File: src/assert_macros.svh
// Assertion macros used by the texture palette decoder RTL
`ifndef ASSERT_MACROS_SVH
`define ASSERT_MACROS_SVH

// Condition that must hold at every clock edge outside reset
`define TPD_ASSERT(lbl, cond, msg) \
   lbl: assert property (@(posedge clock) disable iff (reset) (cond)) else $error(msg);

// Condition that must hold in the cycle after a trigger
`define TPD_ASSERT_NEXT(lbl, pre, post, msg) \
   lbl: assert property (@(posedge clock) disable iff (reset) (pre) |=> (post)) else $error(msg);

`endif

File: src/tpd_pkg.sv
// Shared types, constants and helper functions of the texture palette decoder
package tpd_pkg;

   // Fixed field widths
   localparam int DATA_W     = 8;
   localparam int CHAN_W     = 8;
   localparam int LEVEL_W    = 4;
   localparam int PIX_IDX_W  = 24;
   localparam int FMT_W      = 3;
   localparam int DIM_REG_W  = 13;
   localparam int LCNT_W     = 4;
   localparam int CSR_IDX_W  = 3;
   localparam int CSR_DATA_W = 13;
   localparam int COLOR_W    = 4 * CHAN_W;

   // Parameter defaults and fixed limits
   localparam int MAX_DIM_DEF     = 4096;
   localparam int PAL_ENTRIES_DEF = 256;
   localparam int MAX_LEVELS      = 13;
   localparam int MIP_MIN_DIM     = 8;
   localparam int PAL4_BYTES      = 64;
   localparam int BYTE_VALUES     = 256;

   // Register indexes
   localparam logic [CSR_IDX_W-1:0] REG_FORMAT = 3'd0;
   localparam logic [CSR_IDX_W-1:0] REG_WIDTH  = 3'd1;
   localparam logic [CSR_IDX_W-1:0] REG_HEIGHT = 3'd2;
   localparam logic [CSR_IDX_W-1:0] REG_LEVELS = 3'd3;
   localparam logic [CSR_IDX_W-1:0] REG_FLIP   = 3'd4;

   // Pixel formats
   localparam logic [FMT_W-1:0] FMT_PAL8  = 3'd0;
   localparam logic [FMT_W-1:0] FMT_PAL8A = 3'd1;
   localparam logic [FMT_W-1:0] FMT_PAL4  = 3'd2;
   localparam logic [FMT_W-1:0] FMT_RGB   = 3'd3;
   localparam logic [FMT_W-1:0] FMT_RGBA  = 3'd4;

   // Reset values of the registers
   localparam logic [FMT_W-1:0]     DEF_FORMAT = FMT_RGBA;
   localparam logic [DIM_REG_W-1:0] DEF_DIM    = 13'd256;
   localparam logic [LCNT_W-1:0]    DEF_LEVELS = 4'd1;

   localparam logic [CHAN_W-1:0] ALPHA_OPAQUE = 8'hFF;
   localparam logic [1:0]        RGB_LAST    = 2'd2;
   localparam logic [1:0]        RGBA_LAST   = 2'd3;

   typedef struct packed {
      logic [FMT_W-1:0]  fmt;
      logic              flip;
      logic [LEVEL_W-1:0] levels;
   } cfg_type;

   // One decoded byte on its way to the pixel stage
   typedef struct packed {
      logic               valid;
      logic               pal;    // colors come from the palette read data
      logic               pair;   // two pixels from one byte
      logic [COLOR_W-1:0] color;  // chan0 in the low byte
   } item_type;

   function automatic int clamp_dim(int v, int max_dim);
      int r;
      r = v;
      if (r == 0) r = 1;
      else if (r > max_dim) r = max_dim;
      return r;
   endfunction

   function automatic int wrap_mod(int v, int m);
      int r;
      r = v;
      while (r >= m) r = r - m;
      return r;
   endfunction

   function automatic logic [LEVEL_W-1:0] levels_wanted(logic [LCNT_W-1:0] v);
      logic [LEVEL_W-1:0] r;
      r = LEVEL_W'(v);
      if (v == '0) r = LEVEL_W'(1);
      else if (int'(v) > MAX_LEVELS) r = LEVEL_W'(MAX_LEVELS);
      return r;
   endfunction

endpackage

File: src/tpd_rsp_if.sv
// Pixel output channel of the texture palette decoder
interface tpd_rsp_if;
   logic                           valid;
   logic                           ready;
   logic [tpd_pkg::LEVEL_W-1:0]    mip_level;
   logic [tpd_pkg::PIX_IDX_W-1:0]  pixel_index;
   logic [tpd_pkg::CHAN_W-1:0]     chan0;
   logic [tpd_pkg::CHAN_W-1:0]     chan1;
   logic [tpd_pkg::CHAN_W-1:0]     chan2;
   logic [tpd_pkg::CHAN_W-1:0]     chan3;
   logic                           last_of_run;
   logic                           image_done;

   modport source (output valid, output mip_level, output pixel_index, output chan0,
                   output chan1, output chan2, output chan3, output last_of_run,
                   output image_done, input ready);
   modport sink   (input valid, input mip_level, input pixel_index, input chan0,
                   input chan1, input chan2, input chan3, input last_of_run,
                   input image_done, output ready);
endinterface

File: src/tpd_pixel.sv
// Pixel stage: position and mip level tracking, result register
`include "assert_macros.svh"
module tpd_pixel #(
   parameter int MAX_DIM = tpd_pkg::MAX_DIM_DEF
) (
   input  logic                                clock,
   input  logic                                reset,
   input  logic                                restart,
   input  tpd_pkg::cfg_type                    cfg,
   input  logic [$clog2(MAX_DIM+1)-1:0]        base_w,
   input  logic [$clog2(MAX_DIM+1)-1:0]        base_h,
   input  tpd_pkg::item_type                   item,
   input  logic                                load,
   input  logic [tpd_pkg::COLOR_W-1:0]         rd0,
   input  logic [tpd_pkg::COLOR_W-1:0]         rd1,
   output logic                                work_free,
   tpd_rsp_if.source                           rsp
);

   localparam int DIM_W  = $clog2(MAX_DIM + 1);
   localparam int AREA_W = 2 * DIM_W;

   tpd_pkg::item_type              work_ff;
   logic                           work_vld_ff;
   logic                           sub_ff;
   logic                           done_ff;
   logic [tpd_pkg::LEVEL_W-1:0]    level_ff;
   logic [DIM_W-1:0]               w_ff, h_ff, col_ff, y_ff;
   logic [AREA_W-1:0]              pos_ff, area_ff;

   logic                           rsp_vld_ff;
   logic [tpd_pkg::LEVEL_W-1:0]    rsp_level_ff;
   logic [tpd_pkg::PIX_IDX_W-1:0]  rsp_index_ff;
   logic [tpd_pkg::COLOR_W-1:0]    rsp_color_ff;
   logic                           rsp_last_ff;
   logic                           rsp_done_ff;

   logic                           flip_act;
   logic                           halted;
   logic                           out_free;
   logic                           drop;
   logic                           step;
   logic [DIM_W-1:0]               col_nx;
   logic                           row_wrap;
   logic [AREA_W-1:0]              pos_nx;
   logic [AREA_W-1:0]              limit;
   logic [tpd_pkg::LEVEL_W:0]      lvl_nx;
   logic                           level_end;
   logic                           next_level;
   logic                           image_end;
   logic                           last_px;
   logic [AREA_W-1:0]              idx_full;
   logic [tpd_pkg::COLOR_W-1:0]    entry;
   logic [tpd_pkg::COLOR_W-1:0]    color;
   logic [DIM_W-1:0]               half_h;

   assign flip_act = (cfg.fmt == tpd_pkg::FMT_PAL4) && cfg.flip;
   // a 1x1 palette4 level holds no pixel
   assign halted   = done_ff || ((cfg.fmt == tpd_pkg::FMT_PAL4) &&
                                 (w_ff == DIM_W'(1)) && (h_ff == DIM_W'(1)));
   assign out_free = !rsp_vld_ff || rsp.ready;
   assign drop     = work_vld_ff && halted;
   assign step     = work_vld_ff && !halted && out_free;

   always_comb begin
      col_nx     = col_ff + 1'b1;
      row_wrap   = (col_nx == w_ff);
      pos_nx     = pos_ff + 1'b1;
      limit      = (cfg.fmt == tpd_pkg::FMT_PAL4) ? {area_ff[AREA_W-1:1], 1'b0} : area_ff;
      level_end  = (pos_nx >= limit);
      lvl_nx     = {1'b0, level_ff} + 1'b1;
      next_level = level_end && (lvl_nx < {1'b0, cfg.levels}) &&
                   (w_ff > DIM_W'(tpd_pkg::MIP_MIN_DIM)) &&
                   (h_ff > DIM_W'(tpd_pkg::MIP_MIN_DIM));
      image_end  = level_end && !next_level;
      last_px    = image_end || !work_ff.pair || sub_ff;
      idx_full   = (y_ff * w_ff) + AREA_W'(col_ff);
      entry      = sub_ff ? rd1 : rd0;
      // palette entries swap bytes 0 and 2
      color      = work_ff.pal ? {entry[31:24], entry[7:0], entry[15:8], entry[23:16]}
                               : work_ff.color;
      half_h     = h_ff >> 1;
   end

   assign work_free = !work_vld_ff || drop || (step && last_px);

   always_ff @(posedge clock) begin
      area_ff <= w_ff * h_ff;
      if (load) begin
         work_ff <= item;
      end
   end

   always_ff @(posedge clock) begin
      if (reset) begin
         work_vld_ff <= 1'b0;
         sub_ff      <= 1'b0;
         done_ff     <= 1'b0;
         level_ff    <= '0;
         w_ff        <= DIM_W'(tpd_pkg::clamp_dim(int'(tpd_pkg::DEF_DIM), MAX_DIM));
         h_ff        <= DIM_W'(tpd_pkg::clamp_dim(int'(tpd_pkg::DEF_DIM), MAX_DIM));
         col_ff      <= '0;
         y_ff        <= '0;
         pos_ff      <= '0;
      end else if (restart) begin
         work_vld_ff <= 1'b0;
         sub_ff      <= 1'b0;
         done_ff     <= 1'b0;
         level_ff    <= '0;
         w_ff        <= base_w;
         h_ff        <= base_h;
         col_ff      <= '0;
         y_ff        <= flip_act ? (base_h - 1'b1) : '0;
         pos_ff      <= '0;
      end else begin
         work_vld_ff <= work_free ? load : 1'b1;
         if (load) begin
            sub_ff <= 1'b0;
         end else if (step && !last_px) begin
            sub_ff <= 1'b1;
         end
         if (step) begin
            if (next_level) begin
               level_ff <= lvl_nx[tpd_pkg::LEVEL_W-1:0];
               w_ff     <= w_ff >> 1;
               h_ff     <= half_h;
               col_ff   <= '0;
               y_ff     <= flip_act ? (half_h - 1'b1) : '0;
               pos_ff   <= '0;
            end else if (image_end) begin
               done_ff <= 1'b1;
            end else begin
               pos_ff <= pos_nx;
               if (row_wrap) begin
                  col_ff <= '0;
                  y_ff   <= flip_act ? (y_ff - 1'b1) : (y_ff + 1'b1);
               end else begin
                  col_ff <= col_nx;
               end
            end
         end
      end
   end

   // result register
   always_ff @(posedge clock) begin
      if (reset) begin
         rsp_vld_ff <= 1'b0;
      end else if (step) begin
         rsp_vld_ff <= 1'b1;
      end else if (rsp.ready) begin
         rsp_vld_ff <= 1'b0;
      end
   end

   always_ff @(posedge clock) begin
      if (step) begin
         rsp_level_ff <= level_ff;
         rsp_index_ff <= tpd_pkg::PIX_IDX_W'(idx_full);
         rsp_color_ff <= color;
         rsp_last_ff  <= last_px;
         rsp_done_ff  <= image_end;
      end
   end

   assign rsp.valid       = rsp_vld_ff;
   assign rsp.mip_level   = rsp_level_ff;
   assign rsp.pixel_index = rsp_index_ff;
   assign rsp.chan0       = rsp_color_ff[7:0];
   assign rsp.chan1       = rsp_color_ff[15:8];
   assign rsp.chan2       = rsp_color_ff[23:16];
   assign rsp.chan3       = rsp_color_ff[31:24];
   assign rsp.last_of_run = rsp_last_ff;
   assign rsp.image_done  = rsp_done_ff;

   `TPD_ASSERT(a_col_in_row, !work_vld_ff || (col_ff < w_ff), "column beyond level width")
   `TPD_ASSERT_NEXT(a_done_after_end, step && image_end && !restart, done_ff, "image end not latched")
   `TPD_ASSERT_NEXT(a_restart_clears, restart, !done_ff && (level_ff == '0) && (pos_ff == '0), "restart left state")
   `TPD_ASSERT(a_done_closes_run, !(rsp_vld_ff && rsp_done_ff) || rsp_last_ff, "image done without last beat")

endmodule

File: src/flat_wrapper.sv
// flat-port wrapper written by rule: the top's interface ports become plain ports
module tpd_pixel_flat 
#(
   parameter int MAX_DIM = tpd_pkg::MAX_DIM_DEF
)
  (clock, reset, restart, cfg, base_w, base_h, item, load, rd0, rd1, work_free, rsp_valid, rsp_mip_level, rsp_pixel_index, rsp_chan0, rsp_chan1, rsp_chan2, rsp_chan3, rsp_last_of_run, rsp_image_done, rsp_ready);
  tpd_rsp_if rsp_i ();
  input  logic clock;
  input  logic reset;
  input  logic restart;
  input  tpd_pkg::cfg_type cfg;
  input  logic [$clog2(MAX_DIM+1)-1:0] base_w;
  input  logic [$clog2(MAX_DIM+1)-1:0] base_h;
  input  tpd_pkg::item_type item;
  input  logic load;
  input  logic [tpd_pkg::COLOR_W-1:0] rd0;
  input  logic [tpd_pkg::COLOR_W-1:0] rd1;
  output logic work_free;
  output wire logic [$bits(rsp_i.valid)-1:0] rsp_valid;
  output wire logic [$bits(rsp_i.mip_level)-1:0] rsp_mip_level;
  output wire logic [$bits(rsp_i.pixel_index)-1:0] rsp_pixel_index;
  output wire logic [$bits(rsp_i.chan0)-1:0] rsp_chan0;
  output wire logic [$bits(rsp_i.chan1)-1:0] rsp_chan1;
  output wire logic [$bits(rsp_i.chan2)-1:0] rsp_chan2;
  output wire logic [$bits(rsp_i.chan3)-1:0] rsp_chan3;
  output wire logic [$bits(rsp_i.last_of_run)-1:0] rsp_last_of_run;
  output wire logic [$bits(rsp_i.image_done)-1:0] rsp_image_done;
  input wire logic [$bits(rsp_i.ready)-1:0] rsp_ready;
  assign rsp_valid = rsp_i.valid;
  assign rsp_mip_level = rsp_i.mip_level;
  assign rsp_pixel_index = rsp_i.pixel_index;
  assign rsp_chan0 = rsp_i.chan0;
  assign rsp_chan1 = rsp_i.chan1;
  assign rsp_chan2 = rsp_i.chan2;
  assign rsp_chan3 = rsp_i.chan3;
  assign rsp_last_of_run = rsp_i.last_of_run;
  assign rsp_image_done = rsp_i.image_done;
  assign rsp_i.ready = rsp_ready;
  tpd_pixel #(.MAX_DIM(MAX_DIM)) u_core (.clock(clock), .reset(reset), .restart(restart), .cfg(cfg), .base_w(base_w), .base_h(base_h), .item(item), .load(load), .rd0(rd0), .rd1(rd1), .work_free(work_free), .rsp(rsp_i));
endmodule
File: config.mk
export PLATFORM = sky130hd
export DESIGN_NAME = tpd_pixel_flat
export DESIGN_NICKNAME = d
export VERILOG_FILES = /design/src/tpd_pkg.sv /design/src/tpd_rsp_if.sv /design/src/tpd_pixel.sv /design/src/flat_wrapper.sv
export VERILOG_INCLUDE_DIRS = /design/src /design/src/src
export SDC_FILE = /design/constraint.sdc
export NUM_CORES = 1
export LEC_CHECK = 0
export BUFFER_PORTS_ARGS = -buffer_cell sky130_fd_sc_hd__buf_2
export CORE_AREA = 2 2 213 163
export CTS_CLUSTER_SIZE = 24
export DETAILED_ROUTE_END_ITERATION = 6
export DIE_AREA = 0 0 215 165
export GPL_TIMING_DRIVEN = 0
export PLACE_DENSITY = 0.94
export SLEW_MARGIN = 10
export SYNTH_ARGS = -nofsm -noshare
export SYNTH_HDL_FRONTEND = slang
export SYNTH_SLANG_ARGS = --single-unit
File: constraint.sdc
create_clock -name clock -period 10.65 [get_ports clock]
set_input_delay 0.5325 -clock clock [delete_from_list [all_inputs] [get_ports clock]]
set_output_delay 0.5325 -clock clock [all_outputs]
set_load 0.05 [all_outputs]
==> flow_summary.ini <==
[setup_path]
cpLargestDelayFamily = adder cells
crit_type = register to register
worst_setup_path_end_kind = register
crit_buf_inv = 5
r2r-start = u_core.w_ff[4]$_SDFFE_PP0P_
worstPathRequired_ns = 10.94
crit_fanout = 10
crit_end = u_core.rsp.pixel_index[23]$_DFFE_PP_
slowest_delay_ns = 0.73
crit_start = u_core.w_ff[4]$_SDFFE_PP0P_
arrival_ns = 7.63
r2r_end = u_core.rsp.pixel_index[23]$_DFFE_PP_
cp_common_cell = fa_1
ff2ff_path_depth = 20
crit_cells = 20
cp_slowest_cell = clkbuf_1
r2r_setup_slack_ns = 3.32
critPathLaunchType = register
worstPathCellList = clkbuf_1 > clkbuf_1 > nand2_1 > fa_1 > inv_1 > fa_1 > inv_1 > fa_1 > fa_1 > fa_1 > inv_1 > fa_1 > ha_1 > nand4_1 > nand2_1 > a21o_1 > a21oi_1 > a311oi_1 > mux2i_1 > nand4_1

[clock_tree]
cts_resized = 0
hold_buffers = 0
ctsLongestPathBuffers = 3
clk_pin_slew_ns = 0.06
clk_latency_ns = 0.57
h-tree-depth = 1
cts-root-buf = clkbuf_16
cts_setup_buffers = 0
cts.sinks = 208
cts_buffers = 25
cts_tree = built

[detailed_routing]
dr.pass1.iters = 6
final_antenna_net_count = 0
drc = 0
drt_iter0_drc = 2728
vias_per_cell = 6.202
drt_wl_total_um = 67520
vias = 19410
routedWlPerCell_um = 21.57

[synthesis]
ys_ff_latch = 208
syn_inst = 2433
yosysTopAreaCell = fa_1
synth_ff_type = dfxtp_1
synth_fp_nets = 3017
yosysMostFrequentCell = inv_1
yosysTopAreaCellShare_pct = 22.75
synth-seq-area-share_pct = 23.20
synth_edf_count = 96
yosys_warnings = 0
syn_area_per_cell_sq_um = 9.079
ys_types = 84
synth.area.top_cells = fa_1 (23%), edfxtp_1 (13%), ha_1 (11%)
synth_area_sq_um = 22090
synth_common_cells = inv_1 (365), nand2_1 (265), fa_1 (251)
ys_async_sr_fraction_pct = 0

[power]
power_density_nw_per_um2 = 116.2
peakVddDrop_mv = 0.1266
p_seq_share_pct = 33.4
p_int_mw = 1.805
leakagePower_nw = 11.45
switching_share_pct = 36.67
switchingPower_mw = 1.045
pwr-share-comb_pct = 35.3
clockPowerShare_pct = 31.3

[run]
maxCapViolCount = 0

[placed_design]
gp_congestion = 1.038
pre_cts_slack_ns = 3.608
hpwl_um = 52030
detailed_place.area_sq_um = 23680
port_buffers = 199

[floorplanning]
row_count = 58
chipWidth_um = 215
die_h_um = 165
start_util_pct = 66.46
coreArea_sq_um = 33240
die_area_sq_um = 35480
pin_count = 202

[timing]
tightest_slew_ns = 1.265
rsz0062_at_grt = no
setup_slack_ns = 3.318
maxSlewViolCount = 0
finalSetupTns_ns = 0
fmaxAchievable_ghz = 0.1364
final_hold_viol_count = 0
max_slew_margin_pct = 14.34
period_share_pct = 68.85
timing.hold.ws_ns = 0.1453
min_period_ns = 7.332
finClkSkew_ns = 0.01554
finalSetupViolCount = 0

[grt]
track_usage_pct = 38.61
grt_pass1_vias = 19530
grt_antenna_before_repair = 2
grt_max_degree = 62
grt_overflow = 0
grt_pass1_wl_um = 105800

[hold_path]
hold_class = input pin to register
whs_path_depth = 1

[cells_and_area]
layout-drive-gt1-share_pct = 10.68
fin_nets = 3244
fin_util_pct = 73.81
area_delta_synth_final_pct = 11.05
final_area_sq_um = 24530

[status]
status = finished clean
[per-stage QoR]
stage	total power, mW	cells
after floorplan	1.649	2433
after global placement	1.894	3082
after detailed placement	1.947	3083
after CTS	2.835	3128
after global routing	3.005	3130
final	2.851	3130
[area by class of cell]
type / count / area [sq um]
sequential: 208 / 5125
fill: 2358 / 8706
antenna: 2 / 5.005
timing repair buffer: 200 / 1023
clock buffer: 30 / 696.9
buffer: 135 / 545.5
inverter: 366 / 1374
multi-input combinational: 1724 / 15050
clock inverter: 15 / 148.9
tap: 450 / 563.0
[worst min path at each step]
| stage | from | endpoint | slack (ns) |
|---|---|---|---|
| global placement | u_core.done_ff$_SDFFE_PP0P_ | u_core.done_ff$_SDFFE_PP0P_ | 0.46 |
| floorplan | u_core.done_ff$_SDFFE_PP0P_ | u_core.done_ff$_SDFFE_PP0P_ | 0.44 |
| detailed placement | u_core.done_ff$_SDFFE_PP0P_ | u_core.done_ff$_SDFFE_PP0P_ | 0.47 |
| global route | item[22] | u_core.work_ff[22]$_DFFE_PP_ | 0.14 |
| CTS | item[3] | u_core.work_ff[3]$_DFFE_PP_ | 0.13 |
| finish | item[23] | u_core.work_ff[23]$_DFFE_PP_ | 0.15 |
[kinds of logic (layout without fill, tap and decap cells)]
kind of cell | after synthesis | after routing | share of synthesized area (%)
xor gates and xnor gates | 114 | 114 | 4.520
adders and majority gates | 446 | 446 | 33.79
muxes | 37 | 37 | 1.682
DFF | 208 | 208 | 23.20
other | 0 | 2 | 0
AOI/OAI and AO/OA | 340 | 340 | 10.22
buffers and inverters | 501 | 746 | 8.672
and+or+nand+nor | 787 | 787 | 17.91
[power groups by stage]
stage / registers (mW) / clock network [mW] / logic, mW
final: 0.952 / 0.893 / 1.01
after global routing: 0.955 / 0.927 / 1.12
after CTS: 0.948 / 0.896 / 0.990
after detailed placement: 0.965 / 0 / 0.982
after global placement: 0.963 / 0 / 0.930
after floorplan: 0.988 / 0 / 0.660
[worst register-to-register path, delay by kind of cell, from the launching register on]
kind                     cells  cell delay [ns]
multiplexers                 1             0.25
AO/OA/AOI/OAI                3             0.89
AND/OR/NAND/NOR              4             0.54
adder cells (fa/ha/maj)      7             3.40
buffers and inverters        5             1.55
flip-flops                   1             0.43
[placed cells by master (no fill, tap or decap), types with 7 or more instances in the layout]
cell type / n
a211oi_1: 11
a21o_1: 26
a21oi_1: 121
a22oi_1: 9
a311oi_1: 33
a311oi_2: 8
a31oi_1: 12
and2_1: 185
and3_1: 16
buf_1: 7
buf_2: 212
clkbuf_1: 113
clkbuf_16: 27
clkinv_2: 8
dfxtp_1: 112
edfxtp_1: 96
fa_1: 251
ha_1: 195
inv_1: 365
mux2i_1: 36
nand2_1: 265
nand2b_1: 15
nand3_1: 45
nand3b_1: 12
nand4_1: 18
nor2_1: 132
nor2b_1: 9
nor3_1: 43
nor4_1: 14
o21ai_0: 38
o21ai_1: 20
o31ai_1: 8
xnor2_1: 76
xor2_1: 38
[sequential cells by signal, indices dropped and copies added (netlist names), 4 cells and up]
register                cells
u_core.h_ff                13
u_core.pos_ff              26
u_core.rsp.mip_level        4
u_core.y_ff                13
u_core.level_ff             4
u_core.area_ff             26
u_core.w_ff                13
u_core.work_ff             34
u_core.rsp_color_ff        32
u_core.col_ff              13
u_core.rsp.pixel_index     24
[per-layer routing]
layer / vias to the layer above / track usage, % / routed length, um
met2: 1335 / 62.36 / 30300
met3: 249 / 11.88 / 8931
met5: - / 0.1389 / 0
met1: 9419 / 49.81 / 25540
met4: 0 / 13.26 / 2755
li1: 8410 / - / -
Note: power is estimated with default switching activity, not from simulation.
